$ cat config.mk
export PLATFORM = sky130hd
export DESIGN_NAME = adpcm_stereo_split_decoder_unit
export DESIGN_NICKNAME = d
export VERILOG_FILES = /design/src/sv/adpcm_ssd_pkg.sv /design/src/sv/adpcm_ssd_mac.sv /design/src/sv/adpcm_stereo_split_decoder_unit.sv
export SDC_FILE = /design/constraint.sdc
export NUM_CORES = 1
export LEC_CHECK = 0
export ABC_AREA = 1
export ABC_CLOCK_PERIOD_IN_PS = 15400
export BUFFER_PORTS_ARGS = -buffer_cell sky130_fd_sc_hd__buf_2
export CORE_UTILIZATION = 62
export DETAILED_ROUTE_END_ITERATION = 16
export PLACE_DENSITY = 0.79
export SYNTH_ARGS = -nofsm -noshare
export SYNTH_HDL_FRONTEND = slang
export SYNTH_SLANG_ARGS = --single-unit
$ cat constraint.sdc
create_clock -name clk -period 15.4 [get_ports clk]
set_input_delay 0.77 -clock clk [delete_from_list [all_inputs] [get_ports clk]]
set_output_delay 0.77 -clock clk [all_outputs]
set_load 0.03 [all_outputs]
$ cat src/sv/adpcm_ssd_pkg.sv
// Shared types, constants and functions for the split stereo ADPCM decoder.
// Used by adpcm_ssd_mac and adpcm_stereo_split_decoder_unit; depends on nothing.

package adpcm_ssd_pkg;

    localparam int SAMPLE_W        = 16;
    localparam int COEF_W          = 10;
    localparam int PROD_W          = SAMPLE_W + COEF_W;
    localparam int ACC_W           = 28;
    localparam int POS_W           = 7;
    localparam int STEP_W          = 3;
    localparam int BLOCK_BYTES_DEF = 14;

    localparam logic signed [ACC_W-1:0] ROUND_BIAS = ACC_W'(32'h80);
    localparam logic [4:0]              SHIFT_BASE = 5'd8;

    localparam logic CMD_START = 1'b0;
    localparam logic CMD_DATA  = 1'b1;

    // Control of the shared multiply-accumulate unit
    typedef struct packed {
        logic en;     // update the accumulator this cycle
        logic load;   // start a new sum from the addend
    } ssd_mac_ctl_t;

    // Predictor coefficient table; pair is (idx, idx + 4)
    function automatic logic signed [COEF_W-1:0] coef(logic [4:0] idx);
        logic signed [COEF_W-1:0] c;
        case (idx)
            5'd1:    c = 10'sd240;
            5'd2:    c = 10'sd460;
            5'd3:    c = 10'sd392;
            5'd6:    c = -10'sd208;
            5'd7:    c = -10'sd220;
            5'd9:    c = 10'sd1;
            5'd10:   c = 10'sd3;
            5'd11:   c = 10'sd4;
            5'd12:   c = 10'sd7;
            5'd13:   c = 10'sd8;
            5'd14:   c = 10'sd10;
            5'd15:   c = 10'sd11;
            5'd17:   c = -10'sd1;
            5'd18:   c = -10'sd3;
            5'd19:   c = -10'sd4;
            default: c = 10'sd0;
        endcase
        return c;
    endfunction

    // Place the nibble at the top of a 32-bit word and shift it down
    function automatic logic signed [ACC_W-1:0] residue(logic [3:0] nib,
                                                        logic [3:0] shift_nib);
        logic signed [31:0] placed;
        logic [4:0]         amt;
        amt    = {1'b0, shift_nib} + SHIFT_BASE;
        placed = $signed({nib, 28'd0}) >>> amt;
        return placed[ACC_W-1:0];
    endfunction

endpackage

$ cat src/sv/adpcm_ssd_mac.sv
// Shared multiply-accumulate unit with output scaling and 16-bit clipping.
// Depends on adpcm_ssd_pkg.

module adpcm_ssd_mac (
    input  logic                                      clk,
    input  adpcm_ssd_pkg::ssd_mac_ctl_t               ctl,
    input  logic signed [adpcm_ssd_pkg::ACC_W-1:0]    addend,
    input  logic signed [adpcm_ssd_pkg::SAMPLE_W-1:0] mul_a,
    input  logic signed [adpcm_ssd_pkg::COEF_W-1:0]   mul_b,
    output logic signed [adpcm_ssd_pkg::SAMPLE_W-1:0] sample
);

    localparam int SCALED_W = adpcm_ssd_pkg::ACC_W - 8;

    logic signed [adpcm_ssd_pkg::PROD_W-1:0] prod;
    logic signed [adpcm_ssd_pkg::ACC_W-1:0]  prod_ext;
    logic signed [adpcm_ssd_pkg::ACC_W-1:0]  sum;
    logic signed [adpcm_ssd_pkg::ACC_W-1:0]  acc_reg;
    logic signed [SCALED_W-1:0]              scaled;

    assign prod     = mul_a * mul_b;
    assign prod_ext = {{(adpcm_ssd_pkg::ACC_W - adpcm_ssd_pkg::PROD_W){prod[adpcm_ssd_pkg::PROD_W-1]}},
                       prod};
    assign sum      = (ctl.load ? addend : acc_reg) + prod_ext;
    assign scaled   = sum[adpcm_ssd_pkg::ACC_W-1:8];

    always_comb
    begin
        if (scaled > SCALED_W'(32767))
            sample = 16'sh7FFF;
        else if (scaled < -SCALED_W'(32768))
            sample = 16'sh8000;
        else
            sample = scaled[adpcm_ssd_pkg::SAMPLE_W-1:0];
    end

    always_ff @(posedge clk)
    begin
        if (ctl.en)
            acc_reg <= sum;
    end

endmodule

$ cat src/sv/adpcm_stereo_split_decoder_unit.sv
// Top level of the split stereo ADPCM decoder: sequencer, history and header state.
// Depends on adpcm_ssd_pkg and adpcm_ssd_mac.
//
//  channel | direction | handshake              | payload
//  --------+-----------+------------------------+-----------------------------------------
//  in      | input     | in_valid / in_ready    | command, left_byte, right_byte, 4 history
//  out     | output    | out_valid / out_ready  | left_sample, right_sample, last
//
// A start or header item completes in its transfer. A data item is latched in its transfer
// cycle, then decoded in 8 sequencer steps for four predictions (left high, right high, left low,
// right low), each two passes through the single shared multiply-accumulate unit
// (newest*c1, then older*c2). The input is not ready while a data item is decoded.
// Reset (rst_n, asynchronous, active low) clears history, header nibbles and
// block position; the next data item after reset is a header.
// A frame waiting in the output register stalls the sequencer on the pass that
// would overwrite it; the next input item is taken while the second frame waits.

module adpcm_stereo_split_decoder_unit #(
    parameter int BLOCK_BYTES = adpcm_ssd_pkg::BLOCK_BYTES_DEF
) (
    input  logic        clk,
    input  logic        rst_n,
    input  logic        in_valid,
    output logic        in_ready,
    input  logic        command,
    input  logic [7:0]  left_byte,
    input  logic [7:0]  right_byte,
    input  logic signed [15:0] left_hist_cur,
    input  logic signed [15:0] left_hist_prev,
    input  logic signed [15:0] right_hist_cur,
    input  logic signed [15:0] right_hist_prev,
    output logic        out_valid,
    input  logic        out_ready,
    output logic signed [15:0] left_sample,
    output logic signed [15:0] right_sample,
    output logic        last
);

    typedef enum logic {ST_IDLE, ST_RUN} state_t;

    localparam logic [adpcm_ssd_pkg::POS_W-1:0] POS_LAST = adpcm_ssd_pkg::POS_W'(BLOCK_BYTES);
    localparam logic [adpcm_ssd_pkg::POS_W-1:0] POS_ONE  = adpcm_ssd_pkg::POS_W'(1);

    state_t                              state_reg;
    logic [adpcm_ssd_pkg::STEP_W-1:0]    step_reg;
    logic [adpcm_ssd_pkg::POS_W-1:0]     pos_reg;
    logic                                out_valid_reg;

    logic signed [15:0] newest_reg [2];
    logic signed [15:0] older_reg  [2];
    logic [3:0]         coef_idx_reg [2];
    logic [3:0]         shift_reg    [2];

    logic [7:0]         byte_reg [2];
    logic signed [15:0] left_hold_reg;
    logic signed [15:0] out_left_reg;
    logic signed [15:0] out_right_reg;
    logic               out_last_reg;

    logic                                     in_xfer;
    logic                                     out_free;
    logic                                     phase_b;
    logic                                     chan;
    logic                                     low_half;
    logic                                     frame_done;
    logic                                     hold;
    logic                                     advance;
    logic [3:0]                               nib;
    logic [4:0]                               cidx;
    adpcm_ssd_pkg::ssd_mac_ctl_t              mac_ctl;
    logic signed [adpcm_ssd_pkg::ACC_W-1:0]   mac_addend;
    logic signed [15:0]                       mac_a;
    logic signed [adpcm_ssd_pkg::COEF_W-1:0]  mac_b;
    logic signed [15:0]                       sample;

    assign in_ready  = (state_reg == ST_IDLE);
    assign in_xfer   = in_valid && in_ready;
    assign out_free  = !out_valid_reg || out_ready;

    // Step decode: bit 0 pass, bit 1 channel, bit 2 low nibble
    assign phase_b    = step_reg[0];
    assign chan       = step_reg[1];
    assign low_half   = step_reg[2];
    assign frame_done = phase_b && chan;          // right channel finished: frame complete
    assign hold       = frame_done && !out_free;  // hold until the output register frees
    assign advance    = (state_reg == ST_RUN) && !hold;

    assign nib  = low_half ? byte_reg[chan][3:0] : byte_reg[chan][7:4];
    assign cidx = {1'b0, coef_idx_reg[chan]} + (phase_b ? 5'd4 : 5'd0);

    assign mac_ctl.en   = advance;
    assign mac_ctl.load = !phase_b;
    assign mac_addend   = adpcm_ssd_pkg::residue(nib, shift_reg[chan])
                          + adpcm_ssd_pkg::ROUND_BIAS;
    assign mac_a        = phase_b ? older_reg[chan] : newest_reg[chan];
    assign mac_b        = adpcm_ssd_pkg::coef(cidx);

    adpcm_ssd_mac u_mac (
        .clk    (clk),
        .ctl    (mac_ctl),
        .addend (mac_addend),
        .mul_a  (mac_a),
        .mul_b  (mac_b),
        .sample (sample)
    );

    // Sequencer, history and header state
    always_ff @(posedge clk or negedge rst_n)
    begin
        if (!rst_n)
        begin
            state_reg       <= ST_IDLE;
            step_reg        <= '0;
            pos_reg         <= '0;
            out_valid_reg   <= 1'b0;
            newest_reg[0]   <= '0;
            newest_reg[1]   <= '0;
            older_reg[0]    <= '0;
            older_reg[1]    <= '0;
            coef_idx_reg[0] <= '0;
            coef_idx_reg[1] <= '0;
            shift_reg[0]    <= '0;
            shift_reg[1]    <= '0;
        end
        else
        begin
            // Raise on a finished frame, drop once the waiting frame transfers
            if (advance && frame_done)
                out_valid_reg <= 1'b1;
            else if (out_ready)
                out_valid_reg <= 1'b0;

            case (state_reg)
                ST_IDLE:
                begin
                    if (in_xfer)
                    begin
                        if (command == adpcm_ssd_pkg::CMD_START)
                        begin
                            // Load history and expect a header next
                            newest_reg[0] <= left_hist_cur;
                            older_reg[0]  <= left_hist_prev;
                            newest_reg[1] <= right_hist_cur;
                            older_reg[1]  <= right_hist_prev;
                            pos_reg       <= '0;
                        end
                        else if (pos_reg == '0)
                        begin
                            coef_idx_reg[0] <= left_byte[7:4];
                            shift_reg[0]    <= left_byte[3:0];
                            coef_idx_reg[1] <= right_byte[7:4];
                            shift_reg[1]    <= right_byte[3:0];
                            pos_reg         <= POS_ONE;
                        end
                        else
                        begin
                            // Drop back to header once the block is full
                            pos_reg   <= (pos_reg >= POS_LAST) ? '0 : pos_reg + POS_ONE;
                            step_reg  <= '0;
                            state_reg <= ST_RUN;
                        end
                    end
                end
                ST_RUN:
                begin
                    if (advance)
                    begin
                        step_reg <= step_reg + 1'b1;
                        if (phase_b)
                        begin
                            older_reg[chan]  <= newest_reg[chan];
                            newest_reg[chan] <= sample;
                        end
                        if (frame_done && low_half)
                            state_reg <= ST_IDLE;
                    end
                end
                default:
                begin
                    state_reg <= ST_IDLE;
                end
            endcase
        end
    end

    // Byte latch, left sample hold and output frame register
    always_ff @(posedge clk)
    begin
        if (in_xfer)
        begin
            byte_reg[0] <= left_byte;
            byte_reg[1] <= right_byte;
        end
        if (advance && phase_b && !chan)
            left_hold_reg <= sample;
        if (advance && frame_done)
        begin
            out_left_reg  <= left_hold_reg;
            out_right_reg <= sample;
            out_last_reg  <= low_half;
        end
    end

    assign out_valid    = out_valid_reg;
    assign left_sample  = out_left_reg;
    assign right_sample = out_right_reg;
    assign last         = out_last_reg;

    // A pending second frame keeps the next byte pair from passing its first frame
    a_last_hold: assert property (@(posedge clk) disable iff (!rst_n)
        (out_valid && last && state_reg == ST_RUN) |-> !step_reg[2])
        else $error("byte pair decode ran past a pending second frame");

    // Every decode run starts and ends on step zero
    a_step_idle: assert property (@(posedge clk) disable iff (!rst_n)
        (state_reg == ST_IDLE) |-> (step_reg == '0))
        else $error("sequencer step not zero while idle");

    // Block position never passes the block length
    a_pos_range: assert property (@(posedge clk) disable iff (!rst_n)
        pos_reg <= POS_LAST)
        else $error("block position beyond block length");

    // A frame held back by the output side keeps the history untouched
    a_hold_hist: assert property (@(posedge clk) disable iff (!rst_n)
        (state_reg == ST_RUN && hold) |=> $stable(newest_reg[1]))
        else $error("history changed while the output stalled");

endmodule

==> results.md <==
* Status: finished clean
* Final net count at 2316
* Die width at 164 µm
* Worst-path clk slew at 0.09 ns
* WP data arrival at 10.39 ns
* Share of cells above drive strength 1 at 0.144
* DR DRC count at 0
* Area leader, netlist: fa_1
* GRT Total Usage at 0.355
* Post-synthesis async set-or-reset flop share at 0.497
* Crit path largest cell delay at 1.07 ns
* Sum of negative setup slack at 0 ns
* RSZ-0062 raised after global routing: no
* Vias per inst at 5.69
* Critical Path RT at 15.77 ns
* Fin util at 0.700
* Synth area leaders: fa_1 21%, edfxtp_1 17%, dfrtp_1 14%
* I/O pin total at 120
* Final setup vio count at 0
* Synthesized Nets at 2220
* Largest net degree at the start of global routing at 75
* Clk_lat worst skew at 0.45 ns
* Reg2reg end: newest_reg[20]$_DFFE_PN0P_
* Worst-Margin Slew at 1.40 ns
* Global-route wire length before repair at 71100 µm
* Synth top area share at 0.212
* Unique masters post-synth at 52
* Cts repair resizes at 0
* Final hold vios at 0
* Initial DRT Pass Iterations at 7
* Synth cell count leaders: 439 x nand2_1, 384 x inv_1, 172 x fa_1
* Worst r2r src: step_reg[1]$_DFFE_PN0P_
* CTS tree: built
* Worst-path maximum fanout at 70
* DR WL/cell at 19.5 µm
* Final ANT Viol Nets at 0
* Die Area at 26800 µm²
* Post-CTS setup buffer count at 0
* Vias in the first global route at 13.5k
* Area growth syn-to-layout at 9.47%
* Dpl hpwl at 34600 µm
* Core ar. at 25400 µm²
* Remaining global-route overflow at 0
* Synth Flop Type: edfxtp_1
* Placer congestion estimate at 0.975
* Max-slew violation count at 0
* Ant diodes at 0
* Yosys warning count at 0
* Count leader, synth: nand2_1
* Clk_skew at 0.0216 ns
* Maxcap violations at 0
* Cell Area, Synth at 16200 µm²
* Hold_buf cts at 0
* CP dominant cell by count: inv_1
* Core Rows at 58
* Effective utilization at floorplan at 0.639
* Die Y at 164 µm
* Detailed Route WL at 45200 µm
* I/O Buffers at 119
* CP max-delay cell: a21oi_1
* Crit share post-route at 0.651
* Worst Hold Class: in -> async
* Clock Sink Count at 185
* EDFF count, synth at 93
* Clock tree buffer depth at 2
* R2r worst-path depth at 31
* Slew headroom at 0.0679
* Cts bufs inserted at 17
* Syn Inst Count at 1879
* Root buffer cell: clkbuf_16
* Critical Path Sink Type: flip-flop
* Htree depth at 4
* R2R Setup Slk at 5.37 ns
* Worst setup SP type: flip-flop
* Hold slack final at 0.178 ns
* Sequential cell area fraction in the yosys report at 0.314
* Via Count at 13.2k
* Min Tclk post-route at 10.03 ns
* Setup CP Type: reg -> reg
* Avg Inst Size Synth at 8.64 µm²
* Antenna violations before repair at 0
* Post-synthesis register bit count at 185
* DRT iter0 DRCs at 1213
* Fmax at 99.7 MHz
[placed cells by master, fill, tap and decap left out, types with 5 or more instances in the layout]
| cell | synthesis | routed |
|---|---|---|
| a21oi_1 | 89 | 89 |
| a21oi_2 | 20 | 20 |
| buf_2 | 3 | 118 |
| buf_4 | 1 | 16 |
| clkbuf_16 | 0 | 17 |
| clkinv_1 | 6 | 6 |
| clkinv_8 | 0 | 6 |
| dfrtp_1 | 92 | 91 |
| edfxtp_1 | 93 | 93 |
| fa_1 | 172 | 172 |
| ha_1 | 84 | 84 |
| inv_1 | 384 | 384 |
| inv_2 | 9 | 9 |
| mux2_2 | 14 | 14 |
| nand2_1 | 439 | 439 |
| nand2_2 | 25 | 25 |
| nand2_4 | 24 | 24 |
| nand3_1 | 51 | 51 |
| nand4_1 | 7 | 7 |
| nor2_1 | 130 | 130 |
| o21ai_0 | 77 | 77 |
| o21ai_1 | 5 | 5 |
| o21ai_2 | 5 | 5 |
| o31ai_1 | 11 | 10 |
| or2_2 | 10 | 10 |
| xnor2_1 | 15 | 15 |
| xor2_1 | 16 | 16 |
[worst max path at each step]
stage / startpoint / end
final: step_reg[1]$_DFFE_PN0P_ / newest_reg[20]$_DFFE_PN0P_
after global routing: step_reg[1]$_DFFE_PN0P_ / newest_reg[3]$_DFFE_PN0P_
after CTS: step_reg[1]$_DFFE_PN0P_ / newest_reg[3]$_DFFE_PN0P_
after detailed placement: step_reg[1]$_DFFE_PN0P_ / newest_reg[3]$_DFFE_PN0P_
after global placement: step_reg[1]$_DFFE_PN0P_ / newest_reg[0]$_DFFE_PN0P_
after floorplan: step_reg[1]$_DFFE_PN0P_ / newest_reg[23]$_DFFE_PN0P_
[final cells by class]
class | instances | area, µm²
clock buffer | 17 | 425
clock inverter | 15 | 223
fill | 2035 | 7630
inverter | 399 | 1500
multi-input combinational | 1238 | 9400
sequential | 185 | 5100
tap | 330 | 413
timing repair buffer | 134 | 711
[critical path: cells and delay by family, from the launching register on]
family                     cells  cell delay [ns]
adders and majority gates      7             3.20
DFF                            1             0.37
AOI/OAI and AO/OA              3             1.75
xor gates and xnor gates       1             0.33
and+or+nand+nor               12             2.76
buffers and inverters          8             1.51
[per-layer routing]
layer  global-route usage  up-vias  routed length [µm]
met5                    0        -                   0
met4                0.166        0                2150
met2                0.584      724               21500
met1                0.465     6384               17600
li1                     -     5956                   -
met3               0.0533      131                3870
[logic make-up (layout without fill, tap and decap cells)]
family	Yosys count	in the layout	share of synthesized area
and+or+nand+nor	702	702	0.189
buffers and inverters	456	565	0.108
adders and majority gates	256	256	0.277
AOI/OAI and AO/OA	234	234	0.0851
DFF	185	185	0.314
xor gates and xnor gates	31	31	0.0167
muxes	15	15	0.0103
[metrics by stage]
stage	instance area [µm²]	setup WS, ns	cells
after floorplan	16200	7.35	1879
after global placement	17100	6.19	2286
after detailed placement	17100	5.77	2286
after CTS	17800	5.59	2318
after global routing	17800	4.83	2318
final	17800	5.37	2318
Power is left out: the tool's default activity adds up to more than one toggle a clock period on the data nets, which glitch-free logic cannot reach.
